## config.mk

```make
export PLATFORM = sky130hd
export DESIGN_NAME = krha_fifo
export DESIGN_NICKNAME = d
export VERILOG_FILES = /design/src/hw/rtl/keyed_record_hash_aggregator_unit_assert.svh /design/src/hw/rtl/krha_pkg.sv /design/src/hw/rtl/krha_fifo.sv
export SDC_FILE = /design/constraint.sdc
export NUM_CORES = 1
export LEC_CHECK = 0
export ABC_AREA = 0
export BUFFER_PORTS_ARGS = -buffer_cell sky130_fd_sc_hd__buf_4
export CAP_MARGIN = 20
export CELL_PAD_IN_SITES_DETAIL_PLACEMENT = 1
export CELL_PAD_IN_SITES_GLOBAL_PLACEMENT = 1
export CORE_MARGIN = 2
export CORE_UTILIZATION = 35
export DETAILED_ROUTE_END_ITERATION = 12
export PLACE_DENSITY_LB_ADDON = 0.3
export REMOVE_ABC_BUFFERS = 1
export SYNTH_ARGS = -nofsm -noshare
export SYNTH_HDL_FRONTEND = slang
export SYNTH_SLANG_ARGS = --single-unit
```

## constraint.sdc

```tcl
create_clock -name i_clk -period 19.9 [get_ports i_clk]
set_input_delay 0.995 -clock i_clk [delete_from_list [all_inputs] [get_ports i_clk]]
set_output_delay 0.995 -clock i_clk [all_outputs]
set_load 0.02 [all_outputs]
```

## src/hw/rtl/keyed_record_hash_aggregator_unit_assert.svh

```systemverilog
// Assertion helpers for the RTL files; krha_back.sv includes them.
`ifndef KEYED_RECORD_HASH_AGGREGATOR_UNIT_ASSERT_SVH
`define KEYED_RECORD_HASH_AGGREGATOR_UNIT_ASSERT_SVH

`ifndef SYNTHESIS

`define KRHA_ASSERT(lbl, clk, rst_n, prop) \
    lbl: assert property (@(posedge clk) disable iff (!rst_n) prop) \
        else $error("assertion failed");

`define KRHA_ASSERT_ALWAYS(lbl, clk, prop) \
    lbl: assert property (@(posedge clk) prop) \
        else $error("assertion failed");

`else

`define KRHA_ASSERT(lbl, clk, rst_n, prop)

`define KRHA_ASSERT_ALWAYS(lbl, clk, prop)

`endif

`endif

```

## src/hw/rtl/krha_pkg.sv

```systemverilog
package krha_pkg;

    // BIN_COUNT must be a power of two: the bin is the low hash bits.
    localparam int BIN_COUNT      = 16384;
    localparam int BIN_W          = $clog2(BIN_COUNT);
    localparam int PROBE_W        = BIN_W + 1;
    localparam int MAX_KEY        = 100;
    localparam int KEY_POS_W      = 7;
    localparam int LEN_W          = 7;
    localparam int FOLD_BYTES     = 16;
    localparam int LINE_ADDR_W    = KEY_POS_W + 1;
    localparam int LINE_MEM_DEPTH = 1 << LINE_ADDR_W;
    localparam int KEY_ADDR_W     = BIN_W + KEY_POS_W;
    localparam int KEY_MEM_DEPTH  = 1 << KEY_ADDR_W;
    localparam int MUL_W          = 19;

    localparam logic [MUL_W-1:0] HASH_MUL  = 19'd276187;
    localparam logic signed [11:0] MIN_INIT = 12'sd1024;
    localparam logic signed [11:0] MAX_INIT = -12'sd1024;

    typedef enum logic [2:0] {
        ST_STORED   = 3'd0,
        ST_READ     = 3'd1,
        ST_TOO_LONG = 3'd2,
        ST_FULL     = 3'd3,
        ST_EMPTY    = 3'd4
    } t_status;

    typedef enum logic [1:0] {
        CMD_READ,
        CMD_LINE,
        CMD_TOO_LONG,
        CMD_EMPTY
    } t_cmd;

    typedef struct packed {
        t_cmd                  kind;
        logic                  bank;
        logic [LEN_W-1:0]      key_len;
        logic signed [10:0]    line_value;
        logic [63:0]           fold;
        logic [31:0]           tail;
        logic [31:0]           power;
        logic [BIN_W-1:0]      read_bin;
        logic [KEY_POS_W-1:0]  read_pos;
    } t_cmd_entry;

    typedef struct packed {
        logic                  used;
        logic [LEN_W-1:0]      key_len;
        logic [31:0]           count;
        logic signed [63:0]    total;
        logic signed [11:0]    minimum;
        logic signed [11:0]    maximum;
    } t_bin_stats;

    typedef struct packed {
        t_status               status;
        logic [BIN_W-1:0]      bin;
        logic                  occupied;
        logic [LEN_W-1:0]      key_length;
        logic [7:0]            key_byte;
        logic signed [10:0]    line_value;
        logic [31:0]           count;
        logic signed [63:0]    total;
        logic signed [11:0]    minimum;
        logic signed [11:0]    maximum;
    } t_result;

    typedef enum logic [3:0] {
        BK_CLEAR,
        BK_IDLE,
        BK_HASH_LO,
        BK_HASH_HI,
        BK_HASH_TAIL,
        BK_PROBE_RD,
        BK_PROBE_CHK,
        BK_CMP_RD,
        BK_CMP_CHK,
        BK_CPY_RD,
        BK_CPY_WR,
        BK_UPDATE,
        BK_READ_WAIT,
        BK_EMIT
    } t_back_st;

    localparam t_bin_stats BIN_CLEAR = '{
        used: 1'b0, key_len: '0, count: '0, total: '0,
        minimum: MIN_INIT, maximum: MAX_INIT
    };

endpackage

```

## src/hw/rtl/krha_fifo.sv

```systemverilog
module krha_fifo import krha_pkg::*; (
    input  logic       i_clk,
    input  logic       i_rst_n,
    input  logic       i_push,
    input  t_cmd_entry i_entry,
    input  logic       i_pop,
    output logic       o_full,
    output logic       o_valid,
    output t_cmd_entry o_head
);

    t_cmd_entry r_mem [0:1];
    logic       r_wr_ptr, n_wr_ptr;
    logic       r_rd_ptr, n_rd_ptr;
    logic [1:0] r_count, n_count;

    assign o_full  = (r_count == 2'd2);
    assign o_valid = (r_count != 2'd0);
    assign o_head  = r_mem[r_rd_ptr];

    always_comb begin
        n_wr_ptr = i_push ? ~r_wr_ptr : r_wr_ptr;
        n_rd_ptr = i_pop ? ~r_rd_ptr : r_rd_ptr;
        n_count  = r_count + 2'(i_push) - 2'(i_pop);
    end

    always_ff @(posedge i_clk) begin
        if (!i_rst_n) begin
            r_wr_ptr <= 1'b0;
            r_rd_ptr <= 1'b0;
            r_count  <= '0;
        end else begin
            r_wr_ptr <= n_wr_ptr;
            r_rd_ptr <= n_rd_ptr;
            r_count  <= n_count;
        end
    end

    always_ff @(posedge i_clk) begin
        if (i_push) begin
            r_mem[r_wr_ptr] <= i_entry;
        end
    end

endmodule

```

Yosys cells after proc, flatten, opt, wreduce, memory -nomap -nowiden. Memory sizes are Yosys's and may differ from the RTL's. A register that Yosys moved wholly into a read port is not among the register bits. Cells that the tools add are included. W data, S select, Z words.

Register bits: 4. Memory bits (writable): 340. Output and inout port bits: 172. Logic and storage cells: 14. Memories kept: 1.

Add/subtract/negate cells: 2. Equal/unequal tests: 1. Muxes and demuxes: 4. Bitwise operators: 2. Reductions and logical operators: 1.

Memories: r_mem (words 2, width 170, rd ports 1, clocked after Yosys merged registers in 1, wr ports 1, line krha_fifo.sv:12) `t_cmd_entry r_mem [0:1];`.

Operators with widths (count): $mux W1 (4); $add A2 B1 Y2 (1); $eq A2 B2 Y1 const B (1); $not A1 Y1 (2); $reduce_bool A2 Y1 (1); $sub A2 B1 Y2 (1).

Logic depth before layout (Yosys ltp). Gate-level depths: netlist of the first run.

Depth after elaboration: 3. Mapped depth: 6.

Worst setup path after synthesis of the first run. No wires, ideal clock.

Path kind: input -> register. From: input port i_push. To: memory r_mem[0][0] in the netlist's numbering, enable pin. Data arrival time: 8.368 ns. Data required time: 19.178 ns. Setup slack: 10.810 ns. Stages on the path: 1. Path through: nor2b_1.

Cells in the longest elaborated chain, start to end: 2.

Ends and longest elaborated chain: start: declaration (line krha_fifo.sv:4) `input logic i_push,`; $mux W1 (line krha_fifo.sv:40) `if (i_push) begin`; $mux W1 (not written as such) (line krha_fifo.sv:41) `r_mem[r_wr_ptr] <= i_entry;`; end: declaration (line krha_fifo.sv:12).

No other way between the ends.

==> impl_metrics.toml, run 1 <==
[yosys]
ys.warnings.count = 0
yosysTopAreaCell = "edfxtp_1"
synth_top_area_frac = 0.792
yosysSeqAreaShare = 0.799
synthCells = 550
synthTopCellsByArea = "edfxtp_1, mux2_4, mux2_2, buf_6, dfxtp_1"
ys_ff_latch = 345
yosysUniqueCellTypes = 14
synth_area_um2 = 12900
synth.avg_cell_area_um2 = 23.4

[clock_network]
post_cts_resized = 0
postCtsSetupBuffers = 0
h-tree-depth = 2
clock_latency_ps = 520
cts_hold_buf = 0
numCtsBuffers = 38
root_buffer = "clkbuf_16"
clkTransAtPathRegs_ps = 50
clock_path_buffers = 3
cts.sinks = 345
cts_tree = "done"

[pwr]
p_per_area_nw_per_um2 = 104
switching_share = 0.225
power_frac_comb = 0.133
ir_drop_mv = 0.0628
power.share.clock = 0.390
leakage_nw = 6.65
sequentialPowerShare = 0.477
intPower_mw = 1.39
power.switching_uw = 402

[global_route]
grt_pass1_vias = 6892
antenna_found_initial = 1
overflow = 0
track_usage = 0.141
grt_pass1_wl_um = 41400
grt_max_degree = 70

[critical_path]
criticalPathCategory = "register to primary output"
rr_endpoint = "r_mem[1][28]"
startpoint_type = "register"
r2r-start = "r_wr_ptr"
r2r_slack_ps = 17660
path_max_fanout = 48
end_kind = "primary output"
cp.required_ps = 18910
crit_arrival_ps = 3320
rr_worst_depth = 2

[min_path]
hold_path_class = "register to register"
worstHoldPathCells = 2
min_from = "r_rd_ptr"

[routing]
detail_route.wirelength_um = 27600
first_pass_iters = 5
drtIter0Drc = 250
avgViaCountPerCell = 4.52
drc = 0
wl_per_cell_um = 19.4
ant_nets = 0
dr_total_vias = 6426

[die]
ios = 346
die_w_um = 196
coreArea_um2 = 36400
row_count = 70
initial_utilization = 0.354
dieArea_um2 = 38400
die_y_um = 196

[timing]
timing.final.crit_share = 0.217
setup_violations = 0
finalHoldViolCount = 0
tns_ps = 0
finClkSkew_ps = 15.6
finalMaxSlewViolations = 0
rsz0062_at_grt = "no"
fmax_ghz = 0.232
max_slew_margin = 0.352
min_period_ps = 4320
tightest_slew_ps = 972

[place]
hpwl_um = 18800
gp_congestion = 0.725
dpl-instance-area_um2 = 16000
port_buffers = 345

[cells_and_area]
stdcell_area_um2 = 17300
nets = 1100
fill_cells = 3454
final_common_cell = "buf_4"
area_growth_pct = 33.9
drive_above_1_share = 0.613
layout_common_cells = "buf_4, edfxtp_1, mux2_4"
n_antenna_cell = 0

[job]
drv_cap = 0

[outcome]
status = "finished clean"
## cells in the mapped netlist, drive strengths merged
| master | n |
|---|---|
| edfxtp | 340 |
| mux2 | 170 |
| buf | 19 |
| dfxtp | 5 |
| and2 | 4 |
| nor2b | 4 |
| ha | 2 |
| inv | 2 |
| o21a | 1 |
| or2 | 1 |
| xnor3 | 1 |
| xor2 | 1 |
## cell families after synthesis
family / after synthesis / synth area share
adder cells (fa/ha/maj): 2 / 0.00194
multiplexers: 170 / 0.178
AND/OR/NAND/NOR: 9 / 0.00437
XOR/XNOR: 2 / 0.00243
buffers and inverters: 21 / 0.0138
flip-flops: 345 / 0.799
AO/OA/AOI/OAI: 1 / 0.000582
## metal layers
layer,track usage,wire length (µm)
met5,0,18
met4,0.0499,792
met3,0.0579,2630
met2,0.220,13000
met1,0.177,11100
## registers in the layout (all words and copies together), names as in the netlist, named ones only
name      cells
r_count       2
r_mem       340
r_rd_ptr      1
r_wr_ptr      1
## metrics by stage
step | cells | utilization | power (mW) | setup slack (ps) | hold slack, ps
5_1_grt | 1422 | 0.474 | 1.86 | 15400 | 626
2_1_floorplan | 531 | - | 1.02 | 10810 | 555
3_3_place_gp | 1351 | 0.438 | 1.11 | 16140 | 570
3_5_place_dp | 1351 | 0.438 | 1.11 | 16080 | 582
6_report | 1422 | 0.474 | 1.79 | 15580 | 605
4_1_cts | 1421 | 0.473 | 1.82 | 15500 | 612
## how the worst max path moves through the flow
stage | depth (start not counted) | startpoint | slack (ps) | to
floorplan | 1 | i_push | 10810 | r_mem[0][0]
global placement | 4 | register | 16140 | o_head[34]
detailed placement | 4 | register | 16080 | o_head[38]
CTS | 4 | register | 15500 | o_head[38]
global route | 4 | register | 15400 | o_head[44]
finish | 4 | register | 15580 | o_head[38]
## area by class of cell
cell class / count / area [µm²] / area share
multi-input combinational: 184 / 2420 / 0.140
sequential: 345 / 10300 / 0.597
clock inverter: 23 / 221 / 0.0128
clock buffer: 47 / 1050 / 0.0607
inverter: 2 / 7.51 / 0.000435
timing repair buffer: 353 / 2670 / 0.155
tap: 468 / 586 / 0.0339
## power groups by stage
stage	logic, mW	registers (mW)	clock network (mW)
after global placement	0.238	0.868	0
after global routing	0.254	0.857	0.748
after CTS	0.242	0.855	0.721
final	0.238	0.854	0.698
after detailed placement	0.242	0.870	0
after floorplan	0.140	0.883	0
## critical path: stages, from the launching register on
cell and delay [ps]:
dfxtp_4 650, buf_4 750, buf_4 720, mux2_2 430, buf_4 160
(Power assumes the default switching activity.)
==> run 2: changes to the inputs <==
--- a/config.mk
+++ b/config.mk
@@ -5,7 +5,7 @@
 export SDC_FILE = /design/constraint.sdc
 export NUM_CORES = 1
 export LEC_CHECK = 0
-export ABC_AREA = 0
+export ABC_AREA = 1
 export BUFFER_PORTS_ARGS = -buffer_cell sky130_fd_sc_hd__buf_4
 export CAP_MARGIN = 20
 export CELL_PAD_IN_SITES_DETAIL_PLACEMENT = 1
==> constraint.sdc (replaced) <==
create_clock -name i_clk -period 3.9 [get_ports i_clk]
set_input_delay 0.195 -clock i_clk [delete_from_list [all_inputs] [get_ports i_clk]]
set_output_delay 0.195 -clock i_clk [all_outputs]
set_load 0.02 [all_outputs]
==> impl_metrics.toml, run 2 <==
[min_path]
hold_path_class = "input pin to register"

[clock_network]
clkTransAtPathRegs_ps = 60
h-tree-depth = 2
cts_tree = "done"
clock_path_buffers = 3
postCtsSetupBuffers = 0
cts.sinks = 345
root_buffer = "clkbuf_16"
clock_latency_ps = 530
numCtsBuffers = 38

[yosys]
yosysTopAreaCell = "edfxtp_1"
yosysSeqAreaShare = 0.800
async_flop_share = 0
synth_common_cells = "edfxtp_1, mux2_4, mux2_2"
synth_area_um2 = 12900
dominantRegCellSynth = "edfxtp_1"
synth_top_area_frac = 0.792
ys_ff_latch = 345
synthTopCellsByArea = "edfxtp_1, mux2_4, mux2_2, buf_6, dfxtp_1"
ys.warnings.count = 0
yosysUniqueCellTypes = 12
synthCells = 562
synth.avg_cell_area_um2 = 22.9
synth_most_common_cell = "edfxtp_1"
synth_edf_count = 340

[cells_and_area]
largest_register_ffs = 340
stdcell_area_um2 = 18900
fill_cells = 3393
area_growth_pct = 46.8
nets = 1289
final_util = 0.519
drive_above_1_share = 0.505
instances_no_fill = 1609
largest_register = "r_mem"
final_common_cell = "buf_4"
reg_top3 = "r_mem x340, r_count x2"
layout_common_cells = "buf_4, edfxtp_1, dlygate4sd3_1"

[routing]
avgViaCountPerCell = 4.46
wl_per_cell_um = 18.9
dr_total_vias = 7175
drtIter0Drc = 243
detail_route.wirelength_um = 30400
drc = 0
ant_nets = 0
first_pass_iters = 4

[timing]
max_slew_margin = 0.389
tightest_slew_ps = 916
holdWs_ps = 381
finClkSkew_ps = 10.4
timing.final.crit_share = 0.670
fmax_ghz = 0.383
final.setup.worst_slack_ps = 1290
finalMaxSlewViolations = 0
finalHoldViolCount = 0
min_period_ps = 2610
rsz0062_at_grt = "no"
tns_ps = 0
setup_violations = 0

[die]
coreArea_um2 = 36400
die_w_um = 196
ios = 346
initial_utilization = 0.354
die_y_um = 196
row_count = 70
dieArea_um2 = 38400

[pwr]
power_frac_comb = 0.140
sequentialPowerShare = 0.491
switching_share = 0.227
leakage_nw = 7.35
power.share.clock = 0.368
ir_drop_mv = 0.379
p_per_area_nw_per_um2 = 469
intPower_mw = 6.87
power_mw = 8.88
power.switching_mw = 2.02

[critical_path]
cp.required_ps = 3700
crit_top_cell = "buf_4"
crit_arrival_ps = 2420
crit_slowest_cell = "dfxtp_4"
path_max_fanout = 40
startpoint_type = "register"
end_kind = "primary output"
critPathBufInv = 2
criticalPathCategory = "register to primary output"
crit_chain = "buf_4 -> mux2_2 -> buf_4"
path_delay_family = "flip-flops"
critPathMaxStageDelay_ps = 830

[place]
port_buffers = 345
gp_congestion = 0.742
dpl-instance-area_um2 = 16000
dp_slack_ps = 1800
dp.cells = 1367
hpwl_um = 18800

[global_route]
antenna_found_initial = 2
grt_pass1_wl_um = 46400
grt_pass1_vias = 8143
track_usage = 0.158
grt_max_degree = 108
overflow = 0

[job]
drv_cap = 0

[outcome]
status = "finished clean"
==> run 2: cell count changes after synthesis, sizes merged <==
cell	delta
nor2	+8
nand2	+9
and2	-4
xor2	-1
nand3	+1
o21a	-1
nor2b	-4
or2	-1
a21oi	+1
inv	+5
xnor3	-1
==> run 2: final timing paths <==
kind | to | slack (ps) | depth (start not counted) | startpoint
worst min register to register | r_rd_ptr | 500 | 2 | r_rd_ptr
worst max register to register | r_mem[1][69] | 2030 | 3 | r_wr_ptr
worst max-delay path | o_head[22] | 1290 | 3 | register
worst min-delay path | r_mem[1][27] | 380 | 2 | i_entry[27]
==> run 2: final cells by class <==
type | instances | area (µm²) | area share
inverter | 7 | 31.3 | 0.00165
clock inverter | 11 | 50.0 | 0.00264
tap | 468 | 586 | 0.0309
multi-input combinational | 191 | 2400 | 0.127
clock buffer | 55 | 1080 | 0.0570
sequential | 345 | 10300 | 0.545
antenna | 2 | 5.00 | 0.000264
timing repair buffer | 530 | 4460 | 0.236
==> run 2: logic make-up (layout without fill, tap and decap cells) <==
group,after synthesis,in the layout,share of synthesized area
muxes,170,170,0.178
adders and majority gates,2,2,0.00194
buffers and inverters,26,603,0.0152
and+or+nand+nor,18,18,0.00534
other,0,2,0
DFF,345,345,0.800
AOI/OAI and AO/OA,1,1,0.000388
==> run 2: power by group through the flow <==
stage               registers, mW  logic, mW  clock network, mW
floorplan                    4.49      0.613                  0
global placement             4.43       1.08                  0
detailed placement           4.44       1.10                  0
CTS                          4.37       1.25               3.38
global route                 4.38       1.32               3.53
finish                       4.37       1.24               3.27
==> run 2: what timing repair did <==
action,CTS,global route
endpoints found under the setup margin,0,0
hold buffers,174,0
gates resized for setup,0,0
endpoints found under the hold margin,345,0
==> run 2: worst register-to-register path, stage by stage, from the launching register on <==
cell     delay [ps]
dfxtp_1         390
nand2_1         150
inv_6           440
buf_4           520
==> run 2: layer usage <==
metal / part of all wire / vias up / track usage
met4: 0.035 / 0 / 0.0707
li1: - / 3323 / -
met1: 0.38 / 3528 / 0.180
met3: 0.078 / 63 / 0.0523
met2: 0.50 / 261 / 0.273
met5: 0 / - / 0
