**src/hw/rtl/keyed_record_hash_aggregator_unit_assert.svh**
```systemverilog
// Assertion helpers for the RTL files; krha_back.sv includes them.
`ifndef KEYED_RECORD_HASH_AGGREGATOR_UNIT_ASSERT_SVH
`define KEYED_RECORD_HASH_AGGREGATOR_UNIT_ASSERT_SVH

`ifndef SYNTHESIS

`define KRHA_ASSERT(lbl, clk, rst_n, prop) \
    lbl: assert property (@(posedge clk) disable iff (!rst_n) prop) \
        else $error("assertion failed");

`define KRHA_ASSERT_ALWAYS(lbl, clk, prop) \
    lbl: assert property (@(posedge clk) prop) \
        else $error("assertion failed");

`else

`define KRHA_ASSERT(lbl, clk, rst_n, prop)

`define KRHA_ASSERT_ALWAYS(lbl, clk, prop)

`endif

`endif

```
**src/hw/rtl/krha_pkg.sv**
```systemverilog
package krha_pkg;

    // BIN_COUNT must be a power of two: the bin is the low hash bits.
    localparam int BIN_COUNT      = 16384;
    localparam int BIN_W          = $clog2(BIN_COUNT);
    localparam int PROBE_W        = BIN_W + 1;
    localparam int MAX_KEY        = 100;
    localparam int KEY_POS_W      = 7;
    localparam int LEN_W          = 7;
    localparam int FOLD_BYTES     = 16;
    localparam int LINE_ADDR_W    = KEY_POS_W + 1;
    localparam int LINE_MEM_DEPTH = 1 << LINE_ADDR_W;
    localparam int KEY_ADDR_W     = BIN_W + KEY_POS_W;
    localparam int KEY_MEM_DEPTH  = 1 << KEY_ADDR_W;
    localparam int MUL_W          = 19;

    localparam logic [MUL_W-1:0] HASH_MUL  = 19'd276187;
    localparam logic signed [11:0] MIN_INIT = 12'sd1024;
    localparam logic signed [11:0] MAX_INIT = -12'sd1024;

    typedef enum logic [2:0] {
        ST_STORED   = 3'd0,
        ST_READ     = 3'd1,
        ST_TOO_LONG = 3'd2,
        ST_FULL     = 3'd3,
        ST_EMPTY    = 3'd4
    } t_status;

    typedef enum logic [1:0] {
        CMD_READ,
        CMD_LINE,
        CMD_TOO_LONG,
        CMD_EMPTY
    } t_cmd;

    typedef struct packed {
        t_cmd                  kind;
        logic                  bank;
        logic [LEN_W-1:0]      key_len;
        logic signed [10:0]    line_value;
        logic [63:0]           fold;
        logic [31:0]           tail;
        logic [31:0]           power;
        logic [BIN_W-1:0]      read_bin;
        logic [KEY_POS_W-1:0]  read_pos;
    } t_cmd_entry;

    typedef struct packed {
        logic                  used;
        logic [LEN_W-1:0]      key_len;
        logic [31:0]           count;
        logic signed [63:0]    total;
        logic signed [11:0]    minimum;
        logic signed [11:0]    maximum;
    } t_bin_stats;

    typedef struct packed {
        t_status               status;
        logic [BIN_W-1:0]      bin;
        logic                  occupied;
        logic [LEN_W-1:0]      key_length;
        logic [7:0]            key_byte;
        logic signed [10:0]    line_value;
        logic [31:0]           count;
        logic signed [63:0]    total;
        logic signed [11:0]    minimum;
        logic signed [11:0]    maximum;
    } t_result;

    typedef enum logic [3:0] {
        BK_CLEAR,
        BK_IDLE,
        BK_HASH_LO,
        BK_HASH_HI,
        BK_HASH_TAIL,
        BK_PROBE_RD,
        BK_PROBE_CHK,
        BK_CMP_RD,
        BK_CMP_CHK,
        BK_CPY_RD,
        BK_CPY_WR,
        BK_UPDATE,
        BK_READ_WAIT,
        BK_EMIT
    } t_back_st;

    localparam t_bin_stats BIN_CLEAR = '{
        used: 1'b0, key_len: '0, count: '0, total: '0,
        minimum: MIN_INIT, maximum: MAX_INIT
    };

endpackage

```
**src/hw/rtl/krha_front.sv**
```systemverilog
module krha_front import krha_pkg::*; (
    input  logic                   i_clk,
    input  logic                   i_rst_n,
    input  logic                   i_accept,
    input  logic                   i_req_type,
    input  logic [7:0]             i_data_byte,
    input  logic [BIN_W-1:0]       i_read_bin,
    input  logic [KEY_POS_W-1:0]   i_read_key_pos,
    input  logic [LINE_ADDR_W-1:0] i_lk_raddr,
    output logic [7:0]             o_lk_rdata,
    output logic                   o_push,
    output t_cmd_entry             o_entry
);

    localparam logic [7:0] CHR_NL    = 8'h0A;
    localparam logic [7:0] CHR_SEMI  = 8'h3B;
    localparam logic [7:0] CHR_MINUS = 8'h2D;
    localparam logic [7:0] CHR_POINT = 8'h2E;

    logic [LEN_W-1:0] r_len, n_len;
    logic             r_in_value, n_in_value;
    logic             r_neg, n_neg;
    logic [9:0]       r_tenths, n_tenths;
    logic [63:0]      r_fold, n_fold;
    logic [31:0]      r_tail, n_tail;
    logic [31:0]      r_power, n_power;
    logic             r_bank, n_bank;
    logic             key_wr;
    logic [10:0]      mag;
    logic [7:0]       r_line_mem [0:LINE_MEM_DEPTH-1];
    logic [7:0]       r_lk_rdata;

    assign mag        = {1'b0, r_tenths};
    assign o_lk_rdata = r_lk_rdata;

    always_comb begin
        n_len      = r_len;
        n_in_value = r_in_value;
        n_neg      = r_neg;
        n_tenths   = r_tenths;
        n_fold     = r_fold;
        n_tail     = r_tail;
        n_power    = r_power;
        n_bank     = r_bank;
        key_wr     = 1'b0;
        o_push     = 1'b0;
        o_entry            = '0;
        o_entry.kind       = CMD_READ;
        o_entry.bank       = r_bank;
        o_entry.key_len    = r_len;
        o_entry.line_value = r_neg ? $signed(~mag + 11'd1) : $signed(mag);
        o_entry.fold       = r_fold;
        o_entry.tail       = r_tail;
        o_entry.power      = r_power;
        o_entry.read_bin   = i_read_bin;
        o_entry.read_pos   = i_read_key_pos;
        if (i_accept) begin
            if (i_req_type) begin
                o_push = 1'b1;
            end else if (i_data_byte == CHR_NL) begin
                if (r_in_value) begin
                    o_push = 1'b1;
                    if (r_len == '0) begin
                        o_entry.kind = CMD_EMPTY;
                    end else if (r_len > LEN_W'(MAX_KEY)) begin
                        o_entry.kind = CMD_TOO_LONG;
                    end else begin
                        o_entry.kind = CMD_LINE;
                        // The key buffer now belongs to the back end until it pops the line.
                        n_bank = ~r_bank;
                    end
                end
                n_len      = '0;
                n_in_value = 1'b0;
                n_neg      = 1'b0;
                n_tenths   = '0;
                n_fold     = '0;
                n_tail     = '0;
                n_power    = 32'd1;
            end else if (!r_in_value) begin
                if (i_data_byte == CHR_SEMI) begin
                    n_in_value = 1'b1;
                end else begin
                    if (r_len < LEN_W'(FOLD_BYTES)) begin
                        for (int l = 0; l < 8; l++) begin
                            if (r_len[2:0] == 3'(l)) begin
                                n_fold[8*l +: 8] = r_fold[8*l +: 8] + i_data_byte;
                            end
                        end
                    end else begin
                        // Tail hash kept as fold * power + tail, resolved at line end.
                        n_tail  = 32'(r_tail * 32'(HASH_MUL)) + 32'(i_data_byte);
                        n_power = 32'(r_power * 32'(HASH_MUL));
                    end
                    key_wr = (r_len < LEN_W'(MAX_KEY));
                    if (r_len <= LEN_W'(MAX_KEY)) begin
                        n_len = r_len + LEN_W'(1);
                    end
                end
            end else if (i_data_byte == CHR_MINUS) begin
                n_neg = 1'b1;
            end else if (i_data_byte != CHR_POINT) begin
                n_tenths = 10'(r_tenths * 10'd10 + 10'(i_data_byte[3:0]));
            end
        end
    end

    always_ff @(posedge i_clk) begin
        if (!i_rst_n) begin
            r_len      <= '0;
            r_in_value <= 1'b0;
            r_neg      <= 1'b0;
            r_tenths   <= '0;
            r_fold     <= '0;
            r_tail     <= '0;
            r_power    <= 32'd1;
            r_bank     <= 1'b0;
        end else begin
            r_len      <= n_len;
            r_in_value <= n_in_value;
            r_neg      <= n_neg;
            r_tenths   <= n_tenths;
            r_fold     <= n_fold;
            r_tail     <= n_tail;
            r_power    <= n_power;
            r_bank     <= n_bank;
        end
    end

    always_ff @(posedge i_clk) begin
        if (key_wr) begin
            r_line_mem[{r_bank, r_len[KEY_POS_W-1:0]}] <= i_data_byte;
        end
        r_lk_rdata <= r_line_mem[i_lk_raddr];
    end

endmodule

```
**config.mk**
```make
export PLATFORM = sky130hd
export DESIGN_NAME = krha_front
export DESIGN_NICKNAME = d
export VERILOG_FILES = /design/src/hw/rtl/keyed_record_hash_aggregator_unit_assert.svh /design/src/hw/rtl/krha_pkg.sv /design/src/hw/rtl/krha_front.sv
export SDC_FILE = /design/constraint.sdc
export NUM_CORES = 2
export LEC_CHECK = 0
export BUFFER_PORTS_ARGS = -buffer_cell sky130_fd_sc_hd__buf_2
export CAP_MARGIN = 10
export CORE_MARGIN = 4
export CORE_UTILIZATION = 35
export DETAILED_ROUTE_END_ITERATION = 10
export SLEW_MARGIN = 20
export SYNTH_ARGS = -nofsm -noshare
export SYNTH_HDL_FRONTEND = slang
export SYNTH_SLANG_ARGS = --single-unit
```
**constraint.sdc**
```tcl
create_clock -name i_clk -period 9.05 [get_ports i_clk]
set_input_delay 0.4525 -clock i_clk [delete_from_list [all_inputs] [get_ports i_clk]]
set_output_delay 0.4525 -clock i_clk [all_outputs]
set_load 0.05 [all_outputs]
```
# Word-level counts from Yosys, hierarchy flattened
# Memories as Yosys holds them, arrays and structs flattened. A register that Yosys moved wholly into a read port is not among the register bits.
# Index checks and enable logic that the tools add are counted.
# totals
ff_bits,148
ram_bits,2048
input_bits,41
out_inout_bits,179
word_cells,136
n_memories,1
# classes
n_addsub,12
n_mul,3
n_lt_le_gt_ge,4
eq_ne,15
n_mux,52
n_bitwise,5
reduce_logical,29
# mem_list
memory,words,word_bits,rd,rd_ports_with_merged_regs,wr,line,text
r_line_mem,256,8,1,1,1,krha_front.sv:30,logic [7:0] r_line_mem [0:LINE_MEM_DEPTH-1];
# op_table
cell,count
$mux W32,8
$mux W64,4
$add A8 B8 Y8,8
$mul A32 B19 Y32 const B,2
$mux W8,8
$reduce_and A6 Y1,9
$mux W10,4
$add A32 B8 Y32,1
$mux W7,4
$reduce_bool A2 Y1,13
$mux W1,17
$eq A8 B6 Y1 const B,2
$reduce_and A5 Y1,3
$eq A3 B3 Y1 const B,4
$mux W2,6
$add A11 B1 Y11 const B,1
$mux W11,1
$not A10 Y11,1
$add A10 B4 Y10,1
$mul A10 B3 Y9 const B,1
$eq A8 B4 Y1 const B,1
$ne A8 B6 Y1 const B,1
$add A7 B1 Y7 const B,1
$gt A7 B7 Y1 const B,1
other kinds (12),18

# Longest topological paths before layout
# depth
word_depth,8
mapped_depth,22
depth_no_buf,22

# Worst setup path before layout
# Ideal clock, no wire load.
# synth_path
path_kind,flip-flop to flip-flop
start,register r_tail[8]
end,register r_tail[31]
setup_ns,0.130
t_arrival_ns,5.945
required_ns,8.920
slack_ns,2.975
path_stages_with_launch,23
n_path_buf,0
period_less_slack_ns,6.075
path_cell_list,dfxtp_1 ha_1 xor2_1 ha_1 inv_1 fa_1 inv_1 fa_1 inv_1 fa_1 inv_1 fa_1 ha_1 ha_1 nand4_1 a211o_1 a31oi_1 nor2_1 o41ai_1 a211oi_1 o31ai_1 xnor2_1 o21ai_0
# synth_via
elab_chain_cells,6
# synth_rtl
item,line,text
start: declaration,krha_front.sv:25,"logic [31:0] r_tail, n_tail;"
start signal: assignment,krha_front.sv:124,r_tail <= n_tail;
$mul A32 B19 Y32,krha_front.sv:92,n_tail = 32'(r_tail * 32'(HASH_MUL)) + 32'(i_data_byte);
$add A32 B8 Y32,krha_front.sv:92,
$mux W32,krha_front.sv:84,if (r_len < LEN_W'(FOLD_BYTES)) begin
$mux W32,krha_front.sv:81,if (i_data_byte == CHR_SEMI) begin
$mux W32,krha_front.sv:80,end else if (!r_in_value) begin
$mux W32,krha_front.sv:60,end else if (i_data_byte == CHR_NL) begin
# Every way passes these cells. The select of a mux whose other input is x is not followed.
# A chain may end at the register's enable or synchronous reset.

# Worst setup path in the final report
# layout_path
start,register r_tail[7]
end,register r_tail[31]
# Same word-level chain as after synthesis.

==> impl_results.md <==
- Total clock sinks: 2204
- Hold WC Path Type: in -> reg
- Clk buf depth: 4
- Achievable Freq: 149.6 MHz
- Initial antenna violation count: 11
- Nature of the critical path endpoint: flip-flop
- Status: completed
- Initial Util: 35.28%
- Hold depth: 1
- Final worst path period share: 73.87%
- Max-capacitance violation count: 0
- Post-route DRC: 0
- Via-to-Cell Ratio: 4.965
- Clock skew: 0.05398 ns
- Core box area: 0.2918 mm²
- Net Sw Power: 4.627 mW
- Clk pwr share: 42.1%
- Slew margin rel.: 18.58%
- Seq pwr share: 52.4%
- Slowest Stage Delay on Critical Path: 0.64 ns
- Slew @ Worst Pin: 1.221 ns
- Crit path time final: 6.686 ns
- WL final: 246.7 mm
- Post-Syn Area: 0.1029 mm²
- Die H: 550.3 µm
- Crit Path Class: reg -> reg
- Synth unique cells: 58
- Critical Path Most Common Cell: fa_1
- Commonest non-fill, non-tap cells in the layout: edfxtp_1, inv_1, mux4_2, conb_1, fa_1
- Global route overflow: 0
- Layout fillers: 26710
- Yosys reg bits: 2204
- CTS tree: yes
- Buf/Inv on CP: 3
- Synth warnings: 0
- Commonest non-fill, non-tap cell in the layout: edfxtp_1
- Layout cells sized above 1: 18.82%
- Iter 0 DRT Violations: 4207
- Maximum net fanout on the critical path: 8
- LEAKAGE: 42.56 nW
- Routability congestion estimate: 0.8635
- Layout Nets: 7289
- Die area: 0.3029 mm²
- # setup viols final: 0
- CTS root buf: clkbuf_16
- VDD IR max: 0.1723 mV
- CTS H-tree lvls: 4
- P&R area growth vs syn: 14.01%
- Reg2Reg Depth: 21
- Sequential Area: 0.06462 mm²
- First-pass GRT wire length: 368.1 mm
- Post-detail-place hpwl: 162.6 mm
- Row cnt: 198
- Die X: 550.3 µm
- Worst Path Required: 9.76 ns
- Unrepaired setup endpoints after global routing: no
- P_int: 17.06 mW
- Final Hold Fails: 0
- Combinational share of power: 5.5%
- Post-CTS resize count: 0
- Multi-input gate area: 0.03624 mm²
- Vias: 52590
- DRT Pass-1 Iters: 5
- Fin util: 40.22%
- GRT Total Usage: 16.26%
- Largest net degree at the start of global routing: 224
- CTS Buf Count: 228
- Post-synth EDFFs: 2048
- Ports: 220
- Power Dens Cells: 184.8 mW/mm²
- Sequential fraction of the synthesis area: 62.77%
- PortBufs: 177
- Highest-delay cell along the critical path: o41ai_1
- WL per Instance: 23.29 µm
- Crit path DAT: 7.40 ns
- Switch share: 21.34%
- Worst path cell trace: ha_1 > xor2_1 > a22oi_1 > fa_1 > inv_1 > fa_1 > inv_1 > fa_1 > inv_1 > fa_1 > ha_1 > ha_1 > nand4_1 > a211o_1 > a31oi_1 > nor2_1 > o41ai_1 > a211oi_1 > o31ai_1 > xnor2_1 > o21ai_0
- Mean Syn Cell Area: 17.67 µm²
- CP Launch Type: flip-flop
- Remaining antenna violation count: 0
- Synth Instances: 5827
- Vias in the first global route: 55290
- Top delay family on crit path: adder cells
- Async SR Flop Fraction: 0%
- Postcts setup bufs: 0
- Skew-Pair Late Insertion Delay: 0.87 ns
- Worst-path clk slew: 0.07 ns
- Primary FF master, synth: edfxtp_1
- Setup TNS: 0 ns
- Slew Viols, Final: 0
- Levels on crit path: 21
==> routing by layer <==
layer	up-vias	track usage, %	share of wire [%]
li1	22920	-	-
met1	27910	21.66	41
met2	1427	27.70	50
met3	332	2.828	6.0
met4	2	4.093	2.3
met5	-	0	0.0049
==> worst reg2reg max path, delay by kind of cell (launching register included) <==
family          cells  cell delay [ns]
compound gates      7             1.99
simple gates        2             0.31
flops               1             0.59
xor+xnor            2             0.43
buf+inv             3             0.17
fa+ha+maj           7             3.05
==> stage by stage <==
step	hold WS, ns	instance area (µm²)	cells	worst slack [ns]	total power [mW]
5_1_grt	0.05101	117400	10590	2.017	22.42
2_1_floorplan	0.5001	104600	6274	2.975	12.30
3_3_place_gp	0.4717	110100	10170	2.418	12.77
6_report	0.07257	117400	10590	2.364	21.68
3_5_place_dp	0.4814	110100	10170	2.433	12.81
4_1_cts	0.01836	117400	10590	2.377	21.94
==> power by group through the flow <==
stage	clock [mW]	sequential [mW]	combinational, mW
finish	9.12	11.4	1.20
global route	9.77	11.4	1.28
CTS	9.34	11.4	1.23
detailed placement	0	11.6	1.22
global placement	0	11.6	1.21
floorplan	0	11.6	0.691
==> state kept, by name, indices dropped and copies added (netlist names) <==
register and flops:
r_tail 32, r_fold 64, r_neg 1, o_lk_rdata 8
r_tenths 10, r_len 7, r_line_mem 2048, r_in_value 1
r_bank 1, r_power 32
==> final timing paths <==
check / startpoint / to / slack [ns]
max: r_tail[7] / r_tail[31] / 2.36
max reg2reg: r_tail[7] / r_tail[31] / 2.36
min reg2reg: r_fold[3] / r_fold[3] / 0.49
min: i_data_byte[7] / r_line_mem[84][7] / 0.07
==> cells in the mapped netlist (9+ instances only) <==
cell type | number | area, µm²
nand3_1 | 37 | 185.2
buf_4 | 24 | 180.2
a21boi_0 | 21 | 157.7
a21o_1 | 35 | 262.8
nand2_1 | 128 | 480.5
xor2_1 | 56 | 490.5
o21ai_0 | 69 | 345.3
fa_1 | 372 | 7447
a22oi_1 | 53 | 397.9
xnor2_1 | 110 | 963.4
and3_1 | 10 | 62.56
nand2b_1 | 20 | 125.1
nor2_1 | 260 | 975.9
clkbuf_1 | 143 | 536.8
nor3_1 | 34 | 170.2
inv_1 | 720 | 2703
mux4_2 | 680 | 15310
a211oi_1 | 11 | 82.58
and2_1 | 9 | 56.30
o21bai_1 | 21 | 157.7
nor2b_1 | 115 | 719.4
dfxtp_1 | 156 | 3123
a31oi_1 | 11 | 68.82
o21a_1 | 9 | 67.56
buf_1 | 28 | 105.1
edfxtp_1 | 2048 | 61500
a21oi_1 | 127 | 635.6
buf_2 | 53 | 265.3
nor4_1 | 13 | 81.33
mux2i_1 | 9 | 90.09
ha_1 | 370 | 4629
==> logic make-up after synthesis <==
group	after synthesis	synth area share, %
flops	2204	62.77
buf+inv	969	3.692
fa+ha+maj	742	11.73
mux	689	14.96
simple gates	656	2.975
compound gates	400	2.451
xor+xnor	166	1.412
other cells	1	0.003643
==> what timing repair did <==
| action | in CTS | in global routing |
|---|---|---|
| hold buffers | 2 | 0 |
| setup endpoints to repair | 0 | 0 |
| endpoints found under the hold margin | 38 | 0 |
==> layout make-up <==
type | instances | area share [%]
Sequential cell | 2204 | 55.06
Multi-Input combinational cell | 3101 | 30.88
Clock buffer | 282 | 5.104
Tap cell | 3900 | 4.158
Inverter | 720 | 2.303
Timing Repair Buffer | 251 | 1.454
Clock inverter | 130 | 1.032
Antenna cell | 4 | 0.008528
Power figures use the tool's default switching activity.
